==> config.mk <==
export PLATFORM = sky130hd
export DESIGN_NAME = smtc_ram
export DESIGN_NICKNAME = d
export VERILOG_FILES = /design/src/sv/smtc_ram.sv
export SDC_FILE = /design/constraint.sdc
export NUM_CORES = 1
export LEC_CHECK = 0
export ABC_CLOCK_PERIOD_IN_PS = 2200
export BUFFER_PORTS_ARGS = -buffer_cell sky130_fd_sc_hd__buf_2
export CORE_ASPECT_RATIO = 1.2
export CORE_MARGIN = 10
export CORE_UTILIZATION = 56
export CTS_CLUSTER_SIZE = 30
export DETAILED_ROUTE_END_ITERATION = 10
export PLACE_DENSITY = 0.82
export SLEW_MARGIN = 20
export SYNTH_ARGS = -nofsm -noshare
export SYNTH_HDL_FRONTEND = slang
export SYNTH_SLANG_ARGS = --single-unit
==> constraint.sdc <==
create_clock -name clk -period 2.2 [get_ports clk]
set_clock_uncertainty 0.2 [all_clocks]
set_input_delay 0.22 -clock clk [delete_from_list [all_inputs] [get_ports clk]]
set_output_delay 0.22 -clock clk [all_outputs]
set_load 0.01 [all_outputs]
==> src/sv/smtc_ram.sv <==
// generic single-port-write, registered-read ram
`timescale 1ns / 1ps

module smtc_ram #(
  parameter int WIDTH  = 8,
  parameter int DEPTH  = 64,
  parameter int ADDR_W = (DEPTH > 1) ? $clog2(DEPTH) : 1
) (
  input  logic              clk,
  input  logic              we,
  input  logic [ADDR_W-1:0] waddr,
  input  logic [WIDTH-1:0]  wdata,
  input  logic [ADDR_W-1:0] raddr,
  output logic [WIDTH-1:0]  rdata
);

  logic [WIDTH-1:0] mem [DEPTH];

  always_ff @(posedge clk) begin
    if (we) begin
      mem[waddr] <= wdata;
    end
    rdata <= mem[raddr];
  end

endmodule

# After elaboration in Yosys (flattened, before gate mapping)
# Memories as Yosys holds them, arrays and structs flattened. A register that Yosys moved wholly into a read port is not among the register bits.
# Index checks and enable logic that the tools add are counted.
[classes]
mux = 2
bitwise = 0
div = 0
eq_ne = 0
reduce_logical = 0
addsub = 0
shifts = 0
mul = 0
magnitude_cmp = 0
[ops]
columns = ["operator", "n"]
rows = [
  ["1-bit two-way mux", 2],
]
[word_totals]
register_bits = 0
inputBits = 22
out_inout_bits = 8
ram_bits = 512
rom_bits = 0
latch_bits = 0
memories = 1
[mem_list]
columns = ["memory", "depth", "width", "read_ports", "rd_clocked_by_memory_dff", "wr", "line", "rtl"]
rows = [
  ["mem", 64, 8, 1, 1, 1, "17", "logic [WIDTH-1:0] mem [DEPTH];"],
]

# Depth between registers and ports, before layout
# Gate-level depths: netlist of the first run.
[depth]
ltp_word = 2
mapped_depth = 9
ltp_nobuf = 5

# Worst setup path before layout of the first run
# No wires, ideal clock.
[synth_timing]
path_kind = "input to register"
start = "input port raddr[1]"
end = "register rdata[3], read port of mem"
path_stages = 7
t_arrival_ps = 1760
n_path_buf = 3
path_slack_ps = 112
path_cell_list = "buf_4 buf_2 buf_2 mux4_2 mux4_2 o21ai_1 o41ai_1"
[synth_lines]
columns = ["element", "line", "rtl"]
rows = [
  ["start, declared", "13", "input logic [ADDR_W-1:0] raddr,"],
  ["end, declared", "14", "output logic [WIDTH-1:0] rdata"],
]

==> results of run 1 <==
## worst max-delay path by stage
stage | from | end | slack, ns | cells after the start
2_1_floorplan | raddr[1] | rdata[3] | 0.11 | 7
3_3_place_gp | raddr[0] | rdata[7] | -0.34 | 7
3_5_place_dp | raddr[0] | rdata[7] | -0.45 | 7
4_1_cts | mem[28][4] | rdata[4] | 0.002 | 5
5_1_grt | mem[3][5] | rdata[5] | 0.002 | 5
6_report | mem[28][6] | rdata[6] | 0.03 | 5
## worst max-delay path, delay by kind of cell, from the launching register on
family          cells  cell delay (ns)
compound gates      2             0.43
mux                 2             0.77
flops               1             0.38
simple gates        1             0.26
## state kept, by name (all words and copies together), names as in the netlist
| name | cells |
|---|---|
| mem | 512 |
| rdata | 8 |
## per-layer routing
layer  vias to the layer above  global-route usage  share of wire
met5                         -                   0        0.00088
met4                         6               0.113          0.050
met3                       151              0.0464           0.10
met2                       760               0.371           0.52
met1                      5473               0.260           0.33
li1                       4299                   -              -
## placed cells by master (no fill, tap or decap), types with 2 or more instances in the layout
| cell type | instances |
|---|---|
| sky130_fd_sc_hd__edfxtp_1 | 512 |
| sky130_fd_sc_hd__buf_4 | 137 |
| sky130_fd_sc_hd__mux4_2 | 126 |
| sky130_fd_sc_hd__nor2_1 | 83 |
| sky130_fd_sc_hd__clkbuf_16 | 46 |
| sky130_fd_sc_hd__buf_2 | 26 |
| sky130_fd_sc_hd__mux2i_1 | 23 |
| sky130_fd_sc_hd__clkbuf_1 | 22 |
| sky130_fd_sc_hd__nand2_1 | 19 |
| sky130_fd_sc_hd__buf_12 | 17 |
| sky130_fd_sc_hd__nor2b_1 | 14 |
| sky130_fd_sc_hd__mux2_2 | 13 |
| sky130_fd_sc_hd__nand3_1 | 13 |
| sky130_fd_sc_hd__clkinv_1 | 9 |
| sky130_fd_sc_hd__o221ai_1 | 8 |
| sky130_fd_sc_hd__o22ai_1 | 8 |
| sky130_fd_sc_hd__dlygate4sd3_1 | 8 |
| sky130_fd_sc_hd__dfxtp_1 | 8 |
| sky130_fd_sc_hd__nand2b_1 | 7 |
| sky130_fd_sc_hd__nor3_1 | 5 |
| sky130_fd_sc_hd__a221oi_1 | 5 |
| sky130_fd_sc_hd__a211oi_1 | 4 |
| sky130_fd_sc_hd__diode_2 | 3 |
| sky130_fd_sc_hd__nand3b_1 | 3 |
| sky130_fd_sc_hd__a21oi_1 | 3 |
| sky130_fd_sc_hd__a22oi_1 | 3 |
| sky130_fd_sc_hd__o2111ai_1 | 3 |
| sky130_fd_sc_hd__o2bb2ai_1 | 3 |
| sky130_fd_sc_hd__clkinv_2 | 3 |
| sky130_fd_sc_hd__nor4_1 | 2 |
| sky130_fd_sc_hd__nor3_4 | 2 |
| sky130_fd_sc_hd__o32ai_1 | 2 |
| sky130_fd_sc_hd__a2111oi_0 | 2 |
| sky130_fd_sc_hd__o21a_1 | 2 |
| sky130_fd_sc_hd__o21ai_1 | 2 |
| sky130_fd_sc_hd__o41ai_1 | 2 |
| sky130_fd_sc_hd__nand4_1 | 2 |
## cell families (layout without fill, tap and decap cells)
kind of cell / after synthesis / in the layout
AO/OA/AOI/OAI: 54 / 54
buffers and inverters: 51 / 271
flip-flops: 520 / 520
multiplexers: 162 / 162
other: 0 / 3
AND/OR/NAND/NOR: 153 / 153
## stage by stage
stage	total power [mW]	hold WS [ns]	instances	area, µm²
6_report	19.4	0.0684	1631	23400
5_1_grt	19.9	0.0846	1628	23400
4_1_cts	19.4	0.0411	1628	23400
3_5_place_dp	12.3	0.421	1538	21900
3_3_place_gp	12.3	0.434	1538	21900
2_1_floorplan	11.8	0.119	940	20200
## final cells by class
type                    instances  area [µm²]  area share
multi-input cells             369        4360       0.186
clock buffers                  68        1230      0.0528
clock inverters                14        72.6     0.00310
flip-flops and latches        520       15500       0.664
well taps                     468         586      0.0250
repair buffers                189        1590      0.0681
diodes                          3        7.51    0.000321
## synth_stat cells, types with 3 or more instances
cell type / instances / share of area
sky130_fd_sc_hd__a211oi_1: 4 / 0.0015
sky130_fd_sc_hd__a21oi_1: 3 / 0.00074
sky130_fd_sc_hd__a221oi_1: 6 / 0.0026
sky130_fd_sc_hd__a22oi_1: 3 / 0.0011
sky130_fd_sc_hd__buf_1: 4 / 0.00074
sky130_fd_sc_hd__buf_2: 11 / 0.0027
sky130_fd_sc_hd__buf_4: 13 / 0.0048
sky130_fd_sc_hd__buf_6: 4 / 0.0022
sky130_fd_sc_hd__clkbuf_1: 17 / 0.0032
sky130_fd_sc_hd__dfxtp_1: 8 / 0.0079
sky130_fd_sc_hd__edfxtp_1: 512 / 0.76
sky130_fd_sc_hd__mux2_2: 13 / 0.0073
sky130_fd_sc_hd__mux2i_1: 23 / 0.011
sky130_fd_sc_hd__mux4_2: 126 / 0.14
sky130_fd_sc_hd__nand2_1: 19 / 0.0035
sky130_fd_sc_hd__nand2b_1: 7 / 0.0022
sky130_fd_sc_hd__nand3_1: 13 / 0.0032
sky130_fd_sc_hd__nand3b_1: 3 / 0.0011
sky130_fd_sc_hd__nor2_1: 83 / 0.015
sky130_fd_sc_hd__nor2b_1: 14 / 0.0043
sky130_fd_sc_hd__nor3_1: 7 / 0.0017
sky130_fd_sc_hd__o2111ai_1: 3 / 0.0013
sky130_fd_sc_hd__o221ai_1: 8 / 0.0035
sky130_fd_sc_hd__o22ai_1: 8 / 0.0025
sky130_fd_sc_hd__o2bb2ai_1: 3 / 0.0013
## report_power, final
part	total, mW	switching, mW	internal, mW
clock	7.22	3.35	3.88
sequential	11.0	0.0363	11.0
combinational	1.20	0.696	0.506
## timing repair
item,4_1_cts,5_1_grt
gates resized for setup,6,2
pin swaps,0,2
setup endpoints to repair,4,2
hold buffers,8,0
endpoints found under the hold margin,197,0
==> run metrics, run 1 <==
result of the run finished clean; count of final setup violators 0; most used flip-flop cell after synthesis sky130_fd_sc_hd__edfxtp_1; setup slack after placement -0.454 ns; Area Growth Syn to Fin 16.0%; TritonCTS clock tree yes; root buffer selected by CTS sky130_fd_sc_hd__clkbuf_16; detailed-route via count 10,700; synthesis-stage register bit count 520; async set-reset flop share out of synthesis 0; io pins 30; aggregate global routing overflow 0; Critical Path Sink Type register; DRT Pass-1 Iters 5; pin slew with the least headroom to its limit 0.799 ns; number of nets in the layout 1,147; WP data required 2.43 ns; Distinct cells, synth 40; startpoint of the worst-slack reg-to-reg timing path mem[28][6]; Synth Area in Compound Gates 0.0207; post-detailed-route count of antenna-violating nets 0; Die Area 0.0440 mm²; wire length of the first global-routing pass 73,000 µm; slowest stage cell on the critical path sky130_fd_sc_hd__mux4_2; origin of the worst min-delay path waddr[0]; nets in the synthesized netlist 962; Post-Syn Area 0.0202 mm²; clock tree buffer depth 3; final core utilization 0.654; capturing point of the worst reg2reg path rdata[6]; layout filler cell count 2,143; setup repair bufs after CTS 0; average wire per cell in the routed design 30.1 µm; final number of hold-violating endpoints 0; final worst slack 0.0272 ns; EDFF count, synth 512; worst-path cell chain mux4_2 > mux2_2 > o221a_4 > nor3_4 > o32ai_1; largest fanout on the critical path 1; fin crit share 0.988; Worst Hold End mem[51][3]; highest clock rate 0.460 GHz; weighted congestion at the end of routability-driven global placement 0.944; portion of netlist area occupied by mux cells 0.159; Synth Area in Adders 0; sum of net half-perimeters after detailed placement 29,900 µm; vias in the first global route 11,000; sequential fraction of the synthesis area 0.770; dominant combinational cell family by area after synthesis multiplexers; clock buffers created by TritonCTS 45; count of clock tree sinks 520; RSZ-0062 raised after global routing no; global-route usage over all layers 0.219; Avg Synthesized Cell Area 21.5 µm²; remaining max-slew budget at the tightest pin 0.467; Leak Pwr 7.60 nW; area of the core 0.0358 mm²; maxcap violations 0; insertion delay of the later-clocked pin in the worst-skew pair 0.57 ns; Arr. time, crit path 2.41 ns; H-tree Lvls 2; simple-gate portion of the synthesized area 0.0339; maximum resistive drop on vdd 0.595 mV; number of stages on the worst hold path 3; Starting Density 0.564; via density per instance 6.55; xor/xnor cell area share of the yosys netlist 0; kind of critical path register to register; pin count of the biggest net entering global routing 65; die span in x 193 µm; post-CTS clock slew at the launch and capture registers of the worst setup and hold paths 0.07 ns; ratio of total power to cell area 831 mW/mm²; Chip Height 228 µm; Synth warnings 0; post-synthesis instance total 940; cells on worst reg2reg path 5; class of the worst hold path input pin to register; Rows 76; final total negative setup slack 0 ns; count of buffers inserted at the top-level ports 29; max-slew violation count 0; share of final-layout standard cells stronger than drive strength 1 0.325; startpoint kind of the worst setup timing path register; Period minus WS final 2.17 ns; slack of the worst reg-to-reg path 0.03 ns; final routed wirelength across all metal layers 49,100 µm; DRC errors left 0; initial antenna violation count 4; longest individual stage delay on the worst path 0.48 ns; Detailed Route Iter0 Violations 1,437
No activity file was read; power rests on OpenSTA's default activity.
==> inputs of run 2 (changes only) <==
- PLACE_DENSITY: 0.82 -> unset
- PLACE_DENSITY_LB_ADDON: unset -> 0.08
==> run 2 against run 1 <==
Combinational power shrank 4%; flip-flop and latch count unchanged; utilization up 0.70 points; via count fell by 6.6%; critical path type unchanged.
==> run metrics, run 2 (synthesized netlist as in run 1, its figures left out) <==
slack of the worst reg-to-reg path 0.04 ns; WP data required 2.42 ns; remaining max-slew budget at the tightest pin 0.515; final core utilization 0.661; diode insertion count for antenna repair 0; delay-heaviest family, CP multiplexers; average wire per cell in the routed design 27.6 µm; longest individual stage delay on the worst path 0.50 ns; origin of the worst min-delay path wdata[2]; post-detailed-route count of antenna-violating nets 0; count of placed standard cells including taps 1,555; area of the core 0.0358 mm²; pin count of the biggest net entering global routing 65; root buffer selected by CTS sky130_fd_sc_hd__clkbuf_16; Detailed Route Iter0 Violations 833; Buf+Inv Stages, Crit Path 1; final number of hold-violating endpoints 0; sum of net half-perimeters after detailed placement 31,100 µm; register name with the most flops mem; TritonCTS clock tree yes; maximum resistive drop on vdd 0.666 mV; cell area reported after detailed placement 0.0220 mm²; initial antenna violation count 1; setup slack after placement -0.304 ns; vias in the first global route 10,500; DRC errors left 0; number of nets in the layout 1,163; startpoint of the worst-slack reg-to-reg timing path mem[51][4]; insertion delay of the later-clocked pin in the worst-skew pair 0.56 ns; Rows 76; ratio of total power to cell area 860 mW/mm²; Die Area 0.0440 mm²; count of final setup violators 0; Chip Height 228 µm; result of the run finished clean; aggregate global routing overflow 0; Final Instance Area 0.0236 mm²; DRT Pass-1 Iters 5; post-CTS clock slew at the launch and capture registers of the worst setup and hold paths 0.06 ns; maxcap violations 0; detailed-route via count 9,980; kind of critical path register to register; most frequent standard cell in the layout excluding fill and tap cells sky130_fd_sc_hd__edfxtp_1; Regs by FF count mem: 512 flops, rdata: 8 flops; Worst Hold End mem[50][2]; fin crit share 0.981; slowest stage cell on the critical path sky130_fd_sc_hd__mux4_2; most frequent cell on the critical path sky130_fd_sc_hd__mux4_2; capturing point of the worst reg2reg path rdata[4]; max FFs per register 512; Starting Density 0.564; layout filler cell count 2,405; Hold Slack 0.00682 ns; class of the worst hold path input pin to register; clock buffers created by TritonCTS 49; startpoint kind of the worst setup timing path register; Arr. time, crit path 2.38 ns; cells on worst reg2reg path 5; pin slew with the least headroom to its limit 0.727 ns; via density per instance 6.06; clock tree buffer depth 3; post-route non-filler standard cell count 1,647; highest clock rate 0.463 GHz; H-tree Lvls 2; global-route usage over all layers 0.205; Critical Path Sink Type register; max-slew violation count 0; Leak Pwr 7.78 nW; weighted congestion at the end of routability-driven global placement 0.824; Period minus WS final 2.16 ns; number of stages on the worst hold path 1; io pins 30; final worst slack 0.0419 ns; share of final-layout standard cells stronger than drive strength 1 0.355; Area Growth Syn to Fin 17.2%; wire length of the first global-routing pass 68,300 µm; worst-path cell chain mux4_2 > mux4_2 > nor2_2 > buf_4 > o32ai_1; largest fanout on the critical path 1; die span in x 193 µm; Worst path depth 5; count of clock tree sinks 520; final routed wirelength across all metal layers 45,400 µm; RSZ-0062 raised after global routing no; most frequent cells in the layout sky130_fd_sc_hd__edfxtp_1, sky130_fd_sc_hd__buf_4, sky130_fd_sc_hd__mux4_2; count of buffers inserted at the top-level ports 29
-- run 2: routing by layer --
metal / up-vias / part of all wire / global-route usage
li1: 4328 / - / -
met1: 5263 / 0.39 / 0.259
met2: 309 / 0.53 / 0.355
met3: 80 / 0.053 / 0.0318
met4: 0 / 0.031 / 0.0725
met5: - / 0 / 0
-- run 2: cell type report --
| cell class | instances | area [µm²] | share of cell area |
|---|---|---|---|
| Sequential cell | 520 | 15500 | 0.657 |
| Multi-Input combinational cell | 369 | 4350 | 0.184 |
| Timing Repair Buffer | 201 | 1610 | 0.0680 |
| Clock buffer | 59 | 1280 | 0.0543 |
| Tap cell | 468 | 586 | 0.0248 |
| Clock inverter | 30 | 274 | 0.0116 |
-- run 2: worst max path at each step --
stage,startpoint,to,slack [ns]
after global placement,raddr[0],rdata[7],-0.29
after detailed placement,raddr[1],rdata[2],-0.30
final,mem[51][4],rdata[4],0.04
after CTS,mem[3][1],rdata[1],0.04
after floorplan,raddr[1],rdata[3],0.11
after global routing,mem[3][5],rdata[5],0.02
-- run 2: stage by stage --
| stage | TNS [ns] | power, mW |
|---|---|---|
| 5_1_grt | 0 | 20.9 |
| 6_report | 0 | 20.3 |
| 4_1_cts | 0 | 20.5 |
| 2_1_floorplan | 0 | 11.8 |
| 3_3_place_gp | -1.69 | 12.3 |
| 3_5_place_dp | -1.86 | 12.4 |
-- run 2: where the power goes --
| group | internal, mW | switching [mW] | leakage (nW) |
|---|---|---|---|
| Clock | 4.74 | 3.44 | 0.781 |
| Combinational | 0.498 | 0.656 | 2.33 |
| Sequential | 11.0 | 0.0296 | 4.67 |
| Total | 16.2 | 4.13 | 7.78 |
-- run 2: what timing repair did --
action / CTS / global route
hold buffers: 3 / 0
endpoints found under the setup margin: 4 / 1
cloned: 0 / 0
buffers inserted: 0 / 0
gates resized for setup: 5 / 1
hold endpoints to repair: 47 / 0
==> inputs of run 3 (changes only) <==
- ABC_AREA: unset -> 1
- CORE_UTILIZATION: 56 -> 57
==> run 3 against run 2 <==
Wire length is 18% higher; via count is 40% higher; power is 3.2% higher; worst hold slack better by 0.060 ns; sequential power hardly changed; count of clock-buffer cells in the layout is 5 higher; largest cell class unchanged; highest routed layer is now met5.
==> run metrics, run 3 <==
most frequent cells in the layout sky130_fd_sc_hd__nand2_1, sky130_fd_sc_hd__edfxtp_1, sky130_fd_sc_hd__nand3_1; Sw Ratio 0.219; Leak Pwr 8.88 nW; pin slew with the least headroom to its limit 0.873 ns; most repeated cell in the gate-level netlist after synthesis sky130_fd_sc_hd__nand2_1; DRC errors left 0; setup repair bufs after CTS 0; share of the synthesized area in the top cell type 0.720; cell area reported after detailed placement 0.0224 mm²; hold buffer count at cts 5; nets in the synthesized netlist 1,827; cell types with the largest area share after synthesis sky130_fd_sc_hd__edfxtp_1, sky130_fd_sc_hd__nand2_1, sky130_fd_sc_hd__nand3_1, sky130_fd_sc_hd__buf_6, sky130_fd_sc_hd__nor2_1; RSZ-0062 raised after global routing no; area of the core 0.0369 mm²; DRT Pass-1 Iters 6; count of placed standard cells including taps 2,312; Die Area 0.0456 mm²; result of the run finished clean; Period minus WS final 1.71 ns; synthesis-stage register bit count 520; WP data required 2.47 ns; TritonCTS clock tree yes; capturing point of the worst reg2reg path rdata[2]; aggregate global routing overflow 0; final number of hold-violating endpoints 0; Final Instance Area 0.0241 mm²; number of resized instances in the post-cts repair step 0; Synth warnings 0; Area Growth Syn to Fin 12.9%; Avg Synthesized Cell Area 11.8 µm²; Arr. time, crit path 1.97 ns; register name with the most flops mem; max FFs per register 512; Distinct cells, synth 16; startpoint kind of the worst setup timing path input pin; portion of total power attributed to sequential cells 0.524; Detailed Route Iter0 Violations 1,362; fin crit share 0.776; post-detailed-route count of antenna-violating nets 0; post-CTS clock slew at the launch and capture registers of the worst setup and hold paths 0.06 ns; most frequent standard cell in the layout excluding fill and tap cells sky130_fd_sc_hd__nand2_1; Hold Slack 0.0663 ns; cells on worst reg2reg path 8; slack of the worst reg-to-reg path 0.62 ns; Critical Path Sink Type register; highest clock rate 0.586 GHz; Post-Syn Area 0.0213 mm²; ratio of total power to cell area 871 mW/mm²; wire length of the first global-routing pass 82,000 µm; cell taking the most area after synthesis sky130_fd_sc_hd__edfxtp_1; maxcap violations 0; origin of the worst min-delay path raddr[3]; die span in x 197 µm; detailed-route via count 14,000; commonest cells in the netlist sky130_fd_sc_hd__nand2_1, sky130_fd_sc_hd__edfxtp_1, sky130_fd_sc_hd__nand3_1; layout filler cell count 2,792; Worst Hold End rdata[1]; largest fanout on the critical path 16; clock group share of total power 0.412; number of stages on the worst hold path 6; weighted congestion at the end of routability-driven global placement 0.888; final total negative setup slack 0 ns; clock tree buffer depth 3; root buffer selected by CTS sky130_fd_sc_hd__clkbuf_16; Chip Height 232 µm; async set-reset flop share out of synthesis 0; number of nets in the layout 1,917; pin count of the biggest net entering global routing 69; vias in the first global route 13,400; max-slew violation count 0; Regs by FF count mem: 512 flops, rdata: 8 flops; H-tree Lvls 2; remaining max-slew budget at the tightest pin 0.418; count of final setup violators 0; post-route non-filler standard cell count 2,412; most used flip-flop cell after synthesis sky130_fd_sc_hd__edfxtp_1; average wire per cell in the routed design 22.1 µm; global-route usage over all layers 0.235; count of clock tree sinks 520; maximum resistive drop on vdd 0.813 mV; startpoint of the worst-slack reg-to-reg timing path mem[59][2]; Starting Density 0.578; post-synthesis instance total 1,805; insertion delay of the later-clocked pin in the worst-skew pair 0.58 ns; class of the worst hold path input pin to register; clock buffers created by TritonCTS 50; initial antenna violation count 1; kind of critical path input pin to register; EDFF count, synth 512; io pins 30; combinational share of power 0.064; sum of net half-perimeters after detailed placement 31,700 µm; via density per instance 5.79; internal power consumption 16.4 mW; switching power total 4.59 mW; count of buffers inserted at the top-level ports 29; Rows 77; sequential fraction of the synthesis area 0.728; share of final-layout standard cells stronger than drive strength 1 0.114; final routed wirelength across all metal layers 53,400 µm
## run 3: cell count changes after synthesis, sizes merged, moves of 7 or more
cell	before	now
nand2	19	648
nand3	13	439
mux4	126	0
buf	34	98
nor2	83	56
mux2i	23	0
nor2b	14	0
mux2	13	0
inv	0	12
o221ai	8	0
o22ai	8	0
nand2b	7	0
nand4	2	9
nor3	7	0
## run 3: worst max path at each step
stage / startpoint / to / slack (ns) / cells after the start
final: raddr[4] / rdata[7] / 0.49 / 6
after global routing: raddr[4] / rdata[2] / 0.44 / 6
after CTS: raddr[4] / rdata[7] / 0.52 / 6
after detailed placement: raddr[0] / rdata[2] / 0.14 / 11
after global placement: raddr[0] / rdata[2] / 0.13 / 11
after floorplan: we / mem[48][0] / 0.01 / 3
## run 3: critical path, cell delays in order
cell and delay (ns):
sky130_fd_sc_hd__dlygate4sd3_1 0.54, sky130_fd_sc_hd__buf_2 0.18, sky130_fd_sc_hd__inv_1 0.52, sky130_fd_sc_hd__nand3_1 0.30, sky130_fd_sc_hd__nand3_1 0.15, sky130_fd_sc_hd__nand2_1 0.06
## run 3: cell families after synthesis
kind of cell / synth area share
AND/OR/NAND/NOR: 0.232
flip-flops: 0.728
buffers and inverters: 0.0402
## run 3: through the flow
step | power, mW | setup slack, ns | util
4_1_cts | 21.1 | 0.524 | 0.653
3_5_place_dp | 12.5 | 0.136 | 0.607
6_report | 21.0 | 0.493 | 0.653
5_1_grt | 21.6 | 0.436 | 0.653
2_1_floorplan | 12.0 | 0.0139 | -
3_3_place_gp | 12.5 | 0.135 | 0.607
## run 3: metal layers
metal	wire length, µm	track usage	up-vias
met2	25400	0.371	549
met5	7	0	-
met3	4380	0.0417	116
met1	21700	0.322	6763
li1	-	-	6532
met4	1850	0.0839	2
## run 3: layout make-up
type                       instances  area (µm²)  share of cell area
timing repair buffer             151        1310              0.0543
multi-input combinational       1160        4950               0.205
antenna                            3        7.51            0.000312
clock inverter                    28         260              0.0108
sequential                       520       15500               0.645
inverter                          12        52.6             0.00218
tap                              474         593              0.0246
clock buffer                      64        1400              0.0580
## run 3: power by group through the flow
stage                     Sequential [mW]  Combinational [mW]  Clock (mW)
final                                11.0                1.34        8.64
after CTS                            11.0                1.34        8.73
after global placement               11.2                1.32           0
after global routing                 11.0                1.47        9.14
after detailed placement             11.2                1.33           0
after floorplan                      11.2               0.771           0
